[config.mk]
export PLATFORM = sky130hd
export DESIGN_NAME = h264_rtp_packetization_planner
export DESIGN_NICKNAME = d
export VERILOG_FILES = /design/src/design/hrpp_pkg.sv /design/src/design/hrpp_cfg.sv /design/src/design/hrpp_alu.sv /design/src/design/h264_rtp_packetization_planner.sv
export SDC_FILE = /design/constraint.sdc
export NUM_CORES = 1
export LEC_CHECK = 0
export BUFFER_PORTS_ARGS = -buffer_cell sky130_fd_sc_hd__buf_4
export CORE_MARGIN = 3
export CORE_UTILIZATION = 60
export CTS_BUF_LIST = sky130_fd_sc_hd__clkbuf_8 sky130_fd_sc_hd__clkbuf_16
export DETAILED_ROUTE_END_ITERATION = 16
export PLACE_DENSITY = 0.78
export SLEW_MARGIN = 5
export SYNTH_ARGS = -nofsm -noshare
export SYNTH_HDL_FRONTEND = slang
export SYNTH_SLANG_ARGS = --single-unit
[constraint.sdc]
create_clock -name clk -period 13 [get_ports clk]
set_input_delay 3.25 -clock clk [delete_from_list [all_inputs] [get_ports clk]]
set_output_delay 3.25 -clock clk [all_outputs]
set_load 0.01 [all_outputs]
[src/design/hrpp_pkg.sv]
// Shared types and constants for the H.264 RTP packetization planner.
// Used by the register block, the shared arithmetic unit and the top-level sequencer.
`timescale 1ns / 1ps

package hrpp_pkg;

  // Input transaction: one NAL unit descriptor
  typedef struct packed {
    logic [15:0] nal_length;
    logic [7:0]  nal_header;
    logic        last_nal;
  } nal_item_t;

  // Output transaction: one RTP packet descriptor
  typedef struct packed {
    logic [1:0]  packet_kind;
    logic [7:0]  first_nal;
    logic [8:0]  nal_count;
    logic [15:0] fragment_offset;
    logic [15:0] payload_bytes;
    logic [7:0]  fu_ind_byte;
    logic [7:0]  fu_hdr_byte;
    logic [11:0] packet_bytes;
    logic        last_of_run;
  } pkt_item_t;

  // Shared adder/subtractor operand width
  localparam int ALU_W = 18;

  typedef struct packed {
    logic [ALU_W-1:0] sum;
    logic             neg;   // subtraction went below zero
    logic             zero;
    logic             lt;    // sum below packet limit
    logic             eq;
    logic             gt;
  } alu_res_t;

  // Packet kinds
  localparam logic [1:0] KIND_SINGLE = 2'd0;
  localparam logic [1:0] KIND_STAP   = 2'd1;
  localparam logic [1:0] KIND_FU     = 2'd2;

  localparam logic [4:0]  FU_A_TYPE        = 5'd28;
  localparam logic [11:0] RTP_HEADER_BYTES = 12'd12;
  localparam logic [11:0] FU_OVERHEAD      = 12'd14;  // RTP header + FU indicator + FU header
  localparam logic [11:0] MIN_PACKET       = 12'd64;
  localparam logic [11:0] MAX_PACKET_RESET = 12'd1400;
  localparam logic [8:0]  GROUP_LAST_FILL  = 9'd255;  // joining makes the group 256 NALs
  localparam logic [5:0]  MAX_RESULTS      = 6'd49;

  // Configuration port
  localparam int          APB_AW           = 2;
  localparam logic [1:0]  ADDR_MAX_PACKET  = 2'd0;

endpackage

[src/design/hrpp_cfg.sv]
// APB-style configuration register for the packet size limit.
// Holds max_packet_bytes and presents the effective limit (floored at 64). Uses hrpp_pkg.
`timescale 1ns / 1ps

module hrpp_cfg (
  input  logic                           clk,
  input  logic                           rst,
  input  logic                           psel,
  input  logic                           penable,
  input  logic                           pwrite,
  input  logic [hrpp_pkg::APB_AW-1:0]    paddr,
  input  logic [31:0]                    pwdata,
  output logic [31:0]                    prdata,
  output logic                           pready,
  output logic [11:0]                    limit
);
  import hrpp_pkg::*;

  logic [11:0] max_packet_bytes;

  assign pready = 1'b1;

  // Only one register: every write lands in it
  always_ff @(posedge clk) begin
    if (rst) begin
      max_packet_bytes <= MAX_PACKET_RESET;
    end else if (psel && penable && pwrite) begin
      max_packet_bytes <= pwdata[11:0];
    end
  end

  assign prdata = (paddr == ADDR_MAX_PACKET) ? {20'd0, max_packet_bytes} : 32'd0;
  assign limit  = (max_packet_bytes < MIN_PACKET) ? MIN_PACKET : max_packet_bytes;

endmodule

[src/design/hrpp_alu.sv]
// Shared add/subtract unit with compare against the packet limit.
// One operation per cycle, operands chosen by the sequencer. Uses hrpp_pkg.
`timescale 1ns / 1ps

module hrpp_alu (
  input  logic [hrpp_pkg::ALU_W-1:0] a,
  input  logic [hrpp_pkg::ALU_W-1:0] b,
  input  logic                       sub,
  input  logic [11:0]                limit,
  output hrpp_pkg::alu_res_t         res
);
  import hrpp_pkg::*;

  logic [ALU_W:0] full;

  always_comb begin
    if (sub) begin
      full = {1'b0, a} - {1'b0, b};
    end else begin
      full = {1'b0, a} + {1'b0, b};
    end
    res.sum  = full[ALU_W-1:0];
    res.neg  = sub & full[ALU_W];
    res.zero = (full[ALU_W-1:0] == '0);
    res.lt   = (full[ALU_W-1:0] <  ALU_W'(limit));
    res.eq   = (full[ALU_W-1:0] == ALU_W'(limit));
    res.gt   = (full[ALU_W-1:0] >  ALU_W'(limit));
  end

endmodule

[src/design/h264_rtp_packetization_planner.sv]
// Each NAL is accepted in S_IDLE and compared against the pending group in S_DECIDE,
// which emits a STAP-A when the NAL closes the group; a single-NAL packet or a flushed
// group goes out from S_SOLO, and an FU-A NAL passes S_SOLO and S_FMAX before S_FRAG emits
// one fragment per cycle while the output does not stall. nal_stall holds new NALs off
// until the item is finished, since one shared add/compare unit serves every step.
// rst (synchronous) clears the group and frame index and restores the limit to its reset value.
`timescale 1ns / 1ps

module h264_rtp_packetization_planner #(
  parameter int MAX_NALS_PER_FRAME = 256
) (
  input  logic                         clk,
  input  logic                         rst,
  // NAL descriptor input
  input  logic                         nal_valid,
  output logic                         nal_stall,
  input  hrpp_pkg::nal_item_t          nal,
  // packet descriptor output
  output logic                         pkt_valid,
  input  logic                         pkt_stall,
  output hrpp_pkg::pkt_item_t          pkt,
  // configuration
  input  logic                         psel,
  input  logic                         penable,
  input  logic                         pwrite,
  input  logic [hrpp_pkg::APB_AW-1:0]  paddr,
  input  logic [31:0]                  pwdata,
  output logic [31:0]                  prdata,
  output logic                         pready
);
  import hrpp_pkg::*;

  localparam int IDXW = (MAX_NALS_PER_FRAME > 1) ? $clog2(MAX_NALS_PER_FRAME) : 1;
  localparam logic [IDXW-1:0] IDX_LAST = IDXW'(MAX_NALS_PER_FRAME - 1);

  localparam logic [2:0] S_IDLE   = 3'd0;
  localparam logic [2:0] S_DECIDE = 3'd1;
  localparam logic [2:0] S_SOLO   = 3'd2;
  localparam logic [2:0] S_FMAX   = 3'd3;
  localparam logic [2:0] S_FRAG   = 3'd4;

  logic [11:0] limit;
  hrpp_cfg u_cfg (
    .clk     (clk),
    .rst     (rst),
    .psel    (psel),
    .penable (penable),
    .pwrite  (pwrite),
    .paddr   (paddr),
    .pwdata  (pwdata),
    .prdata  (prdata),
    .pready  (pready),
    .limit   (limit)
  );

  logic [ALU_W-1:0] alu_a, alu_b;
  logic             alu_sub;
  alu_res_t         alu;

  hrpp_alu u_alu (
    .a     (alu_a),
    .b     (alu_b),
    .sub   (alu_sub),
    .limit (limit),
    .res   (alu)
  );

  // Control state
  logic [2:0]      state, state_next;
  logic [IDXW-1:0] frame_idx, frame_idx_next;
  logic [8:0]      pending_count, pending_count_next;
  logic [15:0]     pending_bytes, pending_bytes_next;
  logic [7:0]      pending_first, pending_first_next;
  logic [12:0]     group_cost, group_cost_next;   // packet size if one more NAL of length 0 joins
  logic [5:0]      res_count, res_count_next;
  logic            flush_owed, flush_owed_next;   // pending group must go out before this NAL

  // Per-item working registers
  logic [15:0]     len_q, len_next;
  logic [7:0]      hdr_q, hdr_next;
  logic            last_q, last_next;
  logic [IDXW-1:0] idx_q, idx_next;
  logic [15:0]     rem, rem_next;
  logic [15:0]     offset, offset_next;
  logic [11:0]     fmax, fmax_next;
  logic            start_flag, start_flag_next;

  logic            emit, out_free, accept, frag_fin;
  logic [15:0]     take;
  logic [7:0]      idx8;
  pkt_item_t       pkt_new;

  assign nal_stall = (state != S_IDLE);
  assign accept    = nal_valid && !nal_stall;
  assign out_free  = !pkt_valid || !pkt_stall;
  assign idx8      = 8'(idx_q);
  assign frag_fin  = alu.neg || alu.zero;
  assign take      = frag_fin ? rem : 16'(fmax);

  // operand select for the shared unit
  always_comb begin
    alu_a   = '0;
    alu_b   = '0;
    alu_sub = 1'b0;
    unique case (state)
      S_DECIDE: begin
        alu_a = ALU_W'(group_cost);
        alu_b = ALU_W'(len_q);
      end
      S_SOLO: begin
        alu_a = ALU_W'(len_q);
        alu_b = ALU_W'(RTP_HEADER_BYTES);
      end
      S_FMAX: begin
        alu_a   = ALU_W'(limit);
        alu_b   = ALU_W'(FU_OVERHEAD);
        alu_sub = 1'b1;
      end
      S_FRAG: begin
        alu_a   = ALU_W'(rem);
        alu_b   = ALU_W'(fmax);
        alu_sub = 1'b1;
      end
      default: begin
      end
    endcase
  end

  always_comb begin
    state_next         = state;
    frame_idx_next     = frame_idx;
    pending_count_next = pending_count;
    pending_bytes_next = pending_bytes;
    pending_first_next = pending_first;
    group_cost_next    = group_cost;
    res_count_next     = res_count;
    flush_owed_next    = flush_owed;
    len_next           = len_q;
    hdr_next           = hdr_q;
    last_next          = last_q;
    idx_next           = idx_q;
    rem_next           = rem;
    offset_next        = offset;
    fmax_next          = fmax;
    start_flag_next    = start_flag;
    emit               = 1'b0;
    pkt_new            = '0;

    unique case (state)
      S_IDLE: begin
        if (accept) begin
          len_next       = nal.nal_length;
          hdr_next       = nal.nal_header;
          last_next      = nal.last_nal;
          idx_next       = frame_idx;
          res_count_next = '0;
          if (nal.last_nal || frame_idx == IDX_LAST) begin
            frame_idx_next = '0;
          end else begin
            frame_idx_next = frame_idx + 1'b1;
          end
          state_next = S_DECIDE;
        end
      end

      S_DECIDE: begin
        if (pending_count == '0) begin
          state_next = S_SOLO;
        end else if (alu.eq ||
                     (alu.lt && (last_q || pending_count >= GROUP_LAST_FILL))) begin
          // group plus this NAL goes out as one STAP-A
          emit                = 1'b1;
          pkt_new.packet_kind = KIND_STAP;
          pkt_new.first_nal   = pending_first;
          pkt_new.nal_count   = pending_count + 9'd1;
          pkt_new.payload_bytes = pending_bytes + len_q;
          pkt_new.packet_bytes  = alu.sum[11:0];
          pkt_new.last_of_run   = 1'b1;
          if (out_free) begin
            pending_count_next = '0;
            pending_bytes_next = '0;
            pending_first_next = '0;
            res_count_next     = res_count + 6'd1;
            state_next         = S_IDLE;
          end
        end else if (alu.gt) begin
          // group goes out from S_SOLO, where this NAL's outcome is known
          flush_owed_next = 1'b1;
          state_next      = S_SOLO;
        end else begin
          pending_count_next = pending_count + 9'd1;
          pending_bytes_next = pending_bytes + len_q;
          group_cost_next    = 13'(alu.sum + ALU_W'(2));
          state_next         = S_IDLE;
        end
      end

      S_SOLO: begin
        if (flush_owed) begin
          emit                  = 1'b1;
          pkt_new.first_nal     = pending_first;
          pkt_new.payload_bytes = pending_bytes;
          if (pending_count == 9'd1) begin
            pkt_new.packet_kind  = KIND_SINGLE;
            pkt_new.nal_count    = 9'd1;
            pkt_new.packet_bytes = 12'(pending_bytes + 16'(RTP_HEADER_BYTES));
          end else begin
            pkt_new.packet_kind  = KIND_STAP;
            pkt_new.nal_count    = pending_count;
            pkt_new.packet_bytes = 12'(group_cost - 13'd2);
          end
          // the flush closes the run only when this NAL becomes the new group
          pkt_new.last_of_run = alu.lt && !last_q;
          if (out_free) begin
            pending_count_next = '0;
            pending_bytes_next = '0;
            pending_first_next = '0;
            res_count_next     = res_count + 6'd1;
            flush_owed_next    = 1'b0;
          end
        end else if (alu.eq || (alu.lt && last_q)) begin
          emit                  = 1'b1;
          pkt_new.packet_kind   = KIND_SINGLE;
          pkt_new.first_nal     = idx8;
          pkt_new.nal_count     = 9'd1;
          pkt_new.payload_bytes = len_q;
          pkt_new.packet_bytes  = alu.sum[11:0];
          pkt_new.last_of_run   = 1'b1;
          if (out_free) begin
            res_count_next = res_count + 6'd1;
            state_next     = S_IDLE;
          end
        end else if (alu.gt) begin
          rem_next   = len_q - 16'd1;
          state_next = S_FMAX;
        end else begin
          pending_count_next = 9'd1;
          pending_bytes_next = len_q;
          pending_first_next = idx8;
          // 13 + len + 2 * 2, i.e. size + 5
          group_cost_next    = 13'(alu.sum + ALU_W'(5));
          state_next         = S_IDLE;
        end
      end

      S_FMAX: begin
        fmax_next       = alu.sum[11:0];
        offset_next     = '0;
        start_flag_next = 1'b1;
        state_next      = S_FRAG;
      end

      S_FRAG: begin
        emit                    = 1'b1;
        pkt_new.packet_kind     = KIND_FU;
        pkt_new.first_nal       = idx8;
        pkt_new.nal_count       = 9'd1;
        pkt_new.fragment_offset = offset;
        pkt_new.payload_bytes   = take;
        pkt_new.fu_ind_byte     = {hdr_q[7:5], FU_A_TYPE};
        pkt_new.fu_hdr_byte     = {start_flag, frag_fin, 1'b0, hdr_q[4:0]};
        pkt_new.packet_bytes    = 12'(take + 16'(FU_OVERHEAD));
        pkt_new.last_of_run     = frag_fin || (res_count == MAX_RESULTS - 6'd1);
        if (out_free) begin
          rem_next        = alu.sum[15:0];
          offset_next     = offset + take;
          start_flag_next = 1'b0;
          res_count_next  = res_count + 6'd1;
          if (pkt_new.last_of_run) begin
            state_next = S_IDLE;
          end
        end
      end

      default: begin
        state_next = S_IDLE;
      end
    endcase
  end

  always_ff @(posedge clk) begin
    if (rst) begin
      state         <= S_IDLE;
      frame_idx     <= '0;
      pending_count <= '0;
      pending_bytes <= '0;
      pending_first <= '0;
      group_cost    <= '0;
      res_count     <= '0;
      flush_owed    <= 1'b0;
      pkt_valid     <= 1'b0;
    end else begin
      state         <= state_next;
      frame_idx     <= frame_idx_next;
      pending_count <= pending_count_next;
      pending_bytes <= pending_bytes_next;
      pending_first <= pending_first_next;
      group_cost    <= group_cost_next;
      res_count     <= res_count_next;
      flush_owed    <= flush_owed_next;
      if (emit && out_free) begin
        pkt_valid <= 1'b1;
      end else if (!pkt_stall) begin
        pkt_valid <= 1'b0;
      end
    end
  end

  always_ff @(posedge clk) begin
    len_q      <= len_next;
    hdr_q      <= hdr_next;
    last_q     <= last_next;
    idx_q      <= idx_next;
    rem        <= rem_next;
    offset     <= offset_next;
    fmax       <= fmax_next;
    start_flag <= start_flag_next;
    if (emit && out_free) begin
      pkt <= pkt_new;
    end
  end

  // A held group never reaches 256 NALs; the full-group rule sends it first
  a_group_bound: assert property (@(posedge clk) disable iff (rst)
    pending_count <= GROUP_LAST_FILL)
    else $error("pending group count out of range");

  // An empty group carries no bytes
  a_group_empty: assert property (@(posedge clk) disable iff (rst)
    (state == S_IDLE && pending_count == '0) |-> pending_bytes == '0)
    else $error("empty group holds bytes");

  // Results per item stay within the cap
  a_result_cap: assert property (@(posedge clk) disable iff (rst)
    res_count <= MAX_RESULTS)
    else $error("too many results for one item");

  // Fragment size is at least limit floor minus FU overhead
  a_frag_size: assert property (@(posedge clk) disable iff (rst)
    state == S_FRAG |-> fmax >= (MIN_PACKET - FU_OVERHEAD))
    else $error("fragment size below floor");

  // A fragment run starts with the start bit set
  a_frag_start: assert property (@(posedge clk) disable iff (rst)
    (state == S_FMAX) |=> (state == S_FRAG && start_flag))
    else $error("fragment run without start bit");

endmodule
# Word-level counts from Yosys, hierarchy flattened
# Index checks and enable logic that the tools add are counted.
[totals] ff_bits=235 latch_bits=0 out_inout_bits=115 input_bits=66 memories=0 ramBits=0 wordCells=206 romBits=0
[classes] muxes=97 multipliers=0 n_eq_ne=25 n_shift=0 n_reduce_logical=37 div=0 order_cmp=4 addsub=13 n_bitwise=1
[op_table] op="16-bit two-way mux" n=17
[op_table] op="13-bit two-way mux" n=11
[op_table] op="16-bit one-hot mux with 4 select lines" n=2
[op_table] op="16-bit one-hot mux with 2 select lines" n=3
[op_table] op="9-bit two-way mux" n=8
[op_table] op="19-bit one-hot mux with 3 select lines" n=1
[op_table] op="8-bit two-way mux" n=7
[op_table] op="16-bit one-hot mux with 3 select lines" n=1
[op_table] op="13-bit one-hot mux with 3 select lines" n=1
[op_table] op="19-bit two-way mux" n=2
[op_table] op="12-bit two-way mux" n=3
[op_table] op="18-bit two-way mux" n=2
[op_table] op="6-bit two-way mux" n=6
[op_table] op="16-bit adder" n=2
[op_table] op="13-bit one-hot mux with 2 select lines" n=1
[op_table] op="12-bit by 4-bit adder with 12-bit output, second input constant" n=2
[op_table] op="3-bit two-way mux" n=8
[op_table] op="2-bit inequality test, second input constant" n=12
[op_table] op="6-bit one-hot mux with 4 select lines" n=1
[op_table] op="5-bit AND reduction" n=4
[op_table] op="18-bit by 12-bit == test with 1-bit output" n=1
[op_table] op="18-bit by 12-bit greater-than comparator with 1-bit output" n=1
[op_table] op="18-bit zero test" n=1
[op_table] op="18-bit by 12-bit less-than comparator with 1-bit output" n=1
[op_table] op="other kinds (41)" n=79

# Depth between registers and ports, before layout
[logic_depth] depth_word=13 depth_mapped=36 mapped_depth_nobuf=33

# By module
# A second synthesis with hierarchy kept.
[hier_totals] hier_cells=1564 area_unflattened_um2=14722.9
[by_module_without_submodules] module="h264_rtp_packetization_planner" area_each_um2=12152.9 seq_area_each_um2=5895.7 n_inst=1 cells_per_inst=1221
[by_module_without_submodules] module="hrpp_alu" area_each_um2=1699.1 seq_area_each_um2=0.0 n_inst=1 cells_per_inst=239
[by_module_without_submodules] module="hrpp_cfg" area_each_um2=870.8 seq_area_each_um2=240.2 n_inst=1 cells_per_inst=104

# Worst setup path after synthesis
# OpenSTA, ideal clock, no wires.
[synth_path] path_type="reg-to-reg" start="reg state[1]" end="reg pkt[0] in the netlist's numbering (enable)" slack_ns=3.698 n_path_buf=6 period_less_slack_ns=9.302 t_required_ns=12.491 setup_time_ns=0.509 stages_incl_launch_ff=26 arrival_time_ns=8.793 cell_sequence="dfxtp_1 > clkbuf_1 > nor2b_1 > clkbuf_1 > nor2b_1 > clkbuf_1 > clkbuf_1 > a221o_1 > ha_1 > nor2_1 > o221a_2 > a221oi_2 > o311a_1 > or3_1 > and2_1 > clkbuf_1 > ha_1 > o21a_1 > o21ai_0 > nor2_1 > nor4_2 > nand2_1 > clkbuf_1 > nor2_1 > nor3_1 > nor2_1"
[synth_rtl] item="start: declaration" line_no="h264_rtp_packetization_planner.sv:69" source="logic [2:0] state, state_next;"
[synth_rtl] item="start signal: assignment" line_no="h264_rtp_packetization_planner.sv:293" source="state <= state_next;"
[synth_rtl] item="end signal: assignment" line_no="h264_rtp_packetization_planner.sv:319" source="pkt <= pkt_new;"
[synth_rtl] item="end: declaration" line_no="h264_rtp_packetization_planner.sv:21" source="output hrpp_pkg::pkt_item_t pkt,"

# Final worst setup path
[layout_path] start="reg state[0]" end="reg offset[14] (data pin)"
[layout_between] elab_chain_len=10 elab_cells_between_ends=18 classes_between="3 x add/sub; 4 x eq/ne; 7 x mux; 1 x bitwise; 3 x reduce/logical"
[layout_rtl] item="3-bit == test (tied with other cells)" line_no="h264_rtp_packetization_planner.sv:105, h264_rtp_packetization_planner.sv:149"
[layout_rtl] item="16-bit one-hot mux with 4 select lines or 2-bit OR reduction (tied branches)"
[layout_rtl] item="16-bit by 16-bit adder with 17-bit output (tied with other cells)" line_no="hrpp_alu.sv:20" source="full = {1'b0, a} + {1'b0, b};"
[layout_rtl] item="19-bit two-way mux" line_no="hrpp_alu.sv:17" source="if (sub) begin"
[layout_rtl] item="18-bit zero test or 1-bit bitwise AND (tied branches)" line_no="hrpp_alu.sv:24, hrpp_alu.sv:23"
[layout_rtl] item="1-bit logical OR" line_no="h264_rtp_packetization_planner.sv:97" source="assign frag_fin = alu.neg || alu.zero;"
[layout_rtl] item="16-bit two-way mux" line_no="h264_rtp_packetization_planner.sv:98" source="assign take = frag_fin ? rem : 16'(fmax);"
[layout_rtl] item="16-bit adder" line_no="h264_rtp_packetization_planner.sv:266" source="offset_next = offset + take;"
[layout_rtl] item="16-bit two-way mux" line_no="h264_rtp_packetization_planner.sv:264" source="if (out_free) begin"
[layout_rtl] item="16-bit one-hot mux with 2 select lines *" line_no="h264_rtp_packetization_planner.sv:149" source="unique case (state)"
[layout_rtl] item="end signal: assignment" line_no="h264_rtp_packetization_planner.sv:315" source="offset <= offset_next;"
[layout_rtl] item="end: declaration" line_no="h264_rtp_packetization_planner.sv:84" source="logic [15:0] offset, offset_next;"
# Mark *: on every way between the ends. The rest lies on a longest branch, timed or not. The select of a mux whose other input is x is not followed.
# A chain may end at the register's enable or synchronous reset.

==> flow_summary_export.csv <==
group,metric,value,unit
status,status,"finished, final reports clean",
logic_synthesis,synth-async-reset-ratio,0,%
hold_path,hold_path.class,"reg -> reg",
global_routing,grt_overflow,0,
sta,finalHoldViolCount,0,
placement,post-place-cells,2016,
finish,final_cells,2062,
sta,final-setup-viol-count,0,
route,totalWireLength,43100,um
setup_path,cp.depth,29,
sta,finalClockSkew,0.0182,ns
setup_path,ff2ff_path_depth,29,
logic_synthesis,syn_inst,1627,
cts,tritoncts,"built",
setup_path,cp-end-kind,"flop",
logic_synthesis,syn-cell-area,0.0150,mm2
global_routing,antenna_found_initial,1,
floorplan,coreArea,0.0245,mm2
setup_path,critPathLaunch,"state[0]",
job,drv_cap,0,
cts,cts_buffer_depth,3,
placement,port_buffers,136,
finish,final_core_util,69.4,%
floorplan,start_util,61.3,%
route,via_count,13200,
finish,area_delta_synth_final,13.1,%
cts,cts_root_buf,"clkbuf_16",
cts,clk_latency,0.54,ns
route,drc_errors,0,
sta,rsz0062_at_grt,"no",
setup_path,critPathBufInv,2,
cts,post_cts_resized,0,
sta,fin_ws,3.96,ns
floorplan,fp.dieH,164,um
sta,finalSetupTns,0,ns
setup_path,cpPeakStageDelay,0.90,ns
logic_synthesis,ys_types,85,
setup_path,start_kind,"flop",
floorplan,chipWidth,164,um
setup_path,slowest_stage,"dfxtp_1",
sta,fmax,111,MHz
hold_path,whs_path_depth,2,
floorplan,die_area,0.0269,mm2
sta,slew_viol_final,0,
finish,num_antenna_cells,0,
power_and_ir_drop,power.density,243,mW/mm2
logic_synthesis,synth.yosys.seq_area_share,40.9,%
sta,min_period_over_period,69.5,%
finish,nNetsFinal,1878,
finish,multi_input_area,0.00813,mm2
logic_synthesis,ys_ff_latch,230,
setup_path,crit_family,"compound AO/OA/AOI/OAI gates",
setup_path,crit_type,"reg -> reg",
setup_path,crit_path_frequent_cell,"a21oi_1",
setup_path,critical_path_peak_fanout,20,
finish,drive_gt1_share,13.6,%
logic_synthesis,synth_ff_type,"edfxtp_1",
setup_path,regToRegStartpoint,"state[0]",
global_routing,grt_pass1_vias,12200,
power_and_ir_drop,p_leak,7.11,nW
route,ant_nets,0,
logic_synthesis,synth.yosys.warnings,0,
setup_path,worstPathArrival,9.29,ns
route,viasPerCell,6.40,
hold_path,min_from,"u_cfg.max_packet_bytes[7]",
setup_path,required,13.25,ns
global_routing,grt_max_degree,79,
cts,clk_pin_slew,0.06,ns
global_routing,grt_usage,31.1,%
power_and_ir_drop,peakVddDrop,0.207,mV
sta,worst_pin_slew,1.12,ns
cts,cts_sinks,230,
cts,cts_made_buffers,25,
finish,regArea,0.00614,mm2
route,wl_per_cell,20.9,um
cts,holdBufCountCts,0,
sta,relSlewSlack,24.7,%
floorplan,ios,181,
route,drtIter0Drc,1614,
cts,post-cts-setup-buffers,0,
placement,gp_congestion,0.962,
finish,fill_cells,1967,
global_routing,grt_pass1_wl,66400,um
route,firstDrtPassIters,7,
sta,post-route-min-period,9.04,ns
placement,place_hpwl,31400,um
placement,place_ws,4.28,ns
logic_synthesis,synth-edff-count,153,
floorplan,rows,57,
cts,htree_levels,1,
logic_synthesis,postSynthAreaPerCell,9.22,um2
## tightest hold or removal path, stage by stage, from the launching register on
cell and delay (ns):
dfxtp_1 0.32, nand2_1 0.05, a21oi_1 0.05
## final cells by class
cell class,instances,share of cell area [%]
well taps,324,2.39
clock inverters,19,1.11
multi-input cells,1226,47.9
inverters,83,1.84
flip-flops and latches,230,36.1
clock buffers,27,3.85
repair buffers,153,6.77
## synth_stat cells, drive strengths merged (4+ instances only)
master	count	area [um2]
nor3b	7	63.8
nor3	46	235
and2	48	300
a222oi	6	60.1
ha	89	1110
dfxtp	77	1540
a31oi	23	144
a211o	5	43.8
nor4	11	81.3
a211oi	14	105
a22oi	20	150
mux2	6	75.1
nor2	144	546
o31ai	13	97.6
a221oi	5	56.3
mux2i	26	260
o211ai	13	97.6
o21a	9	67.6
a221o	19	190
or3	13	81.3
and3	26	163
a31o	4	35.0
edfxtp	153	4590
a21o	27	204
nand2	150	571
nand2b	7	43.8
or4	6	48.8
nor2b	10	62.6
a32o	5	50.1
inv	81	304
fa	4	80.1
a21oi	89	453
o21ai	106	534
nand4	9	56.3
or2	9	56.3
o221ai	4	35.0
a22o	40	350
xnor2	49	429
clkbuf	65	244
o22ai	11	68.8
nand3	41	205
buf	45	287
xor2	47	412
## cells by family (layout without fill, tap and decap cells)
group | Yosys count | in the layout | synth area share (%)
flops | 230 | 230 | 40.9
mux | 32 | 32 | 2.23
compound gates | 442 | 442 | 20.1
fa+ha+maj | 93 | 93 | 7.95
buf+inv | 193 | 282 | 5.61
xor+xnor | 96 | 96 | 5.60
simple gates | 539 | 539 | 17.6
other cells | 2 | 24 | 0.0500
## per-stage QoR
step | instance area, um2 | hold WS, ns | power [mW]
after detailed placement | 16100 | 0.456 | 3.33
after CTS | 17000 | 0.475 | 4.07
after global placement | 16100 | 0.449 | 3.27
after global routing | 17000 | 0.487 | 4.36
after floorplan | 15100 | 0.432 | 2.70
final | 17000 | 0.472 | 4.12
## cell usage in the layout (no fill, tap or decap), drive strengths merged, types with 14 or more instances in the layout
cell,n
edfxtp,153
buf,153
nand2,150
nor2,144
o21ai,106
inv,90
ha,89
a21oi,89
dfxtp,77
xnor2,49
and2,48
xor2,47
nor3,46
nand3,41
a22o,40
a21o,27
clkbuf,27
and3,26
mux2i,26
conb,24
a31oi,23
a22oi,20
a221o,19
a211oi,14
## routing by layer
metal / part of all wire, % / GRT usage (%) / vias up
met1: 40 / 41.8 / 6118
met4: 4.4 / 12.6 / 2
li1: - / - / 6128
met5: 0.030 / 0 / -
met3: 10 / 5.30 / 149
met2: 46 / 50.2 / 793
## worst paths after layout
kind	endpoint	slack (ns)
hold reg to reg	u_cfg.max_packet_bytes[7]	0.47
hold / removal	u_cfg.max_packet_bytes[7]	0.47
setup reg to reg	offset[14]	3.96
setup / recovery	offset[14]	3.96
## state kept, by name, summed over array words and instances (netlist names)
name,count
pkt_valid,1
pkt,75
u_cfg.max_packet_bytes,12
pending_count,9
last_q,1
hdr_q,8
res_count,6
rem,16
state,3
start_flag,1
len_q,16
idx8,8
pending_bytes,16
fmax,12
flush_owed,1
group_cost,13
offset,16
pending_first,8
frame_idx,8
## where the power goes
| part | switching (mW) | internal [mW] | total (mW) |
|---|---|---|---|
| combinational | 1.45 | 0.821 | 2.27 |
| clock | 0.300 | 0.425 | 0.725 |
| sequential | 0.153 | 0.975 | 1.13 |
Power figures use the tool's default switching activity.
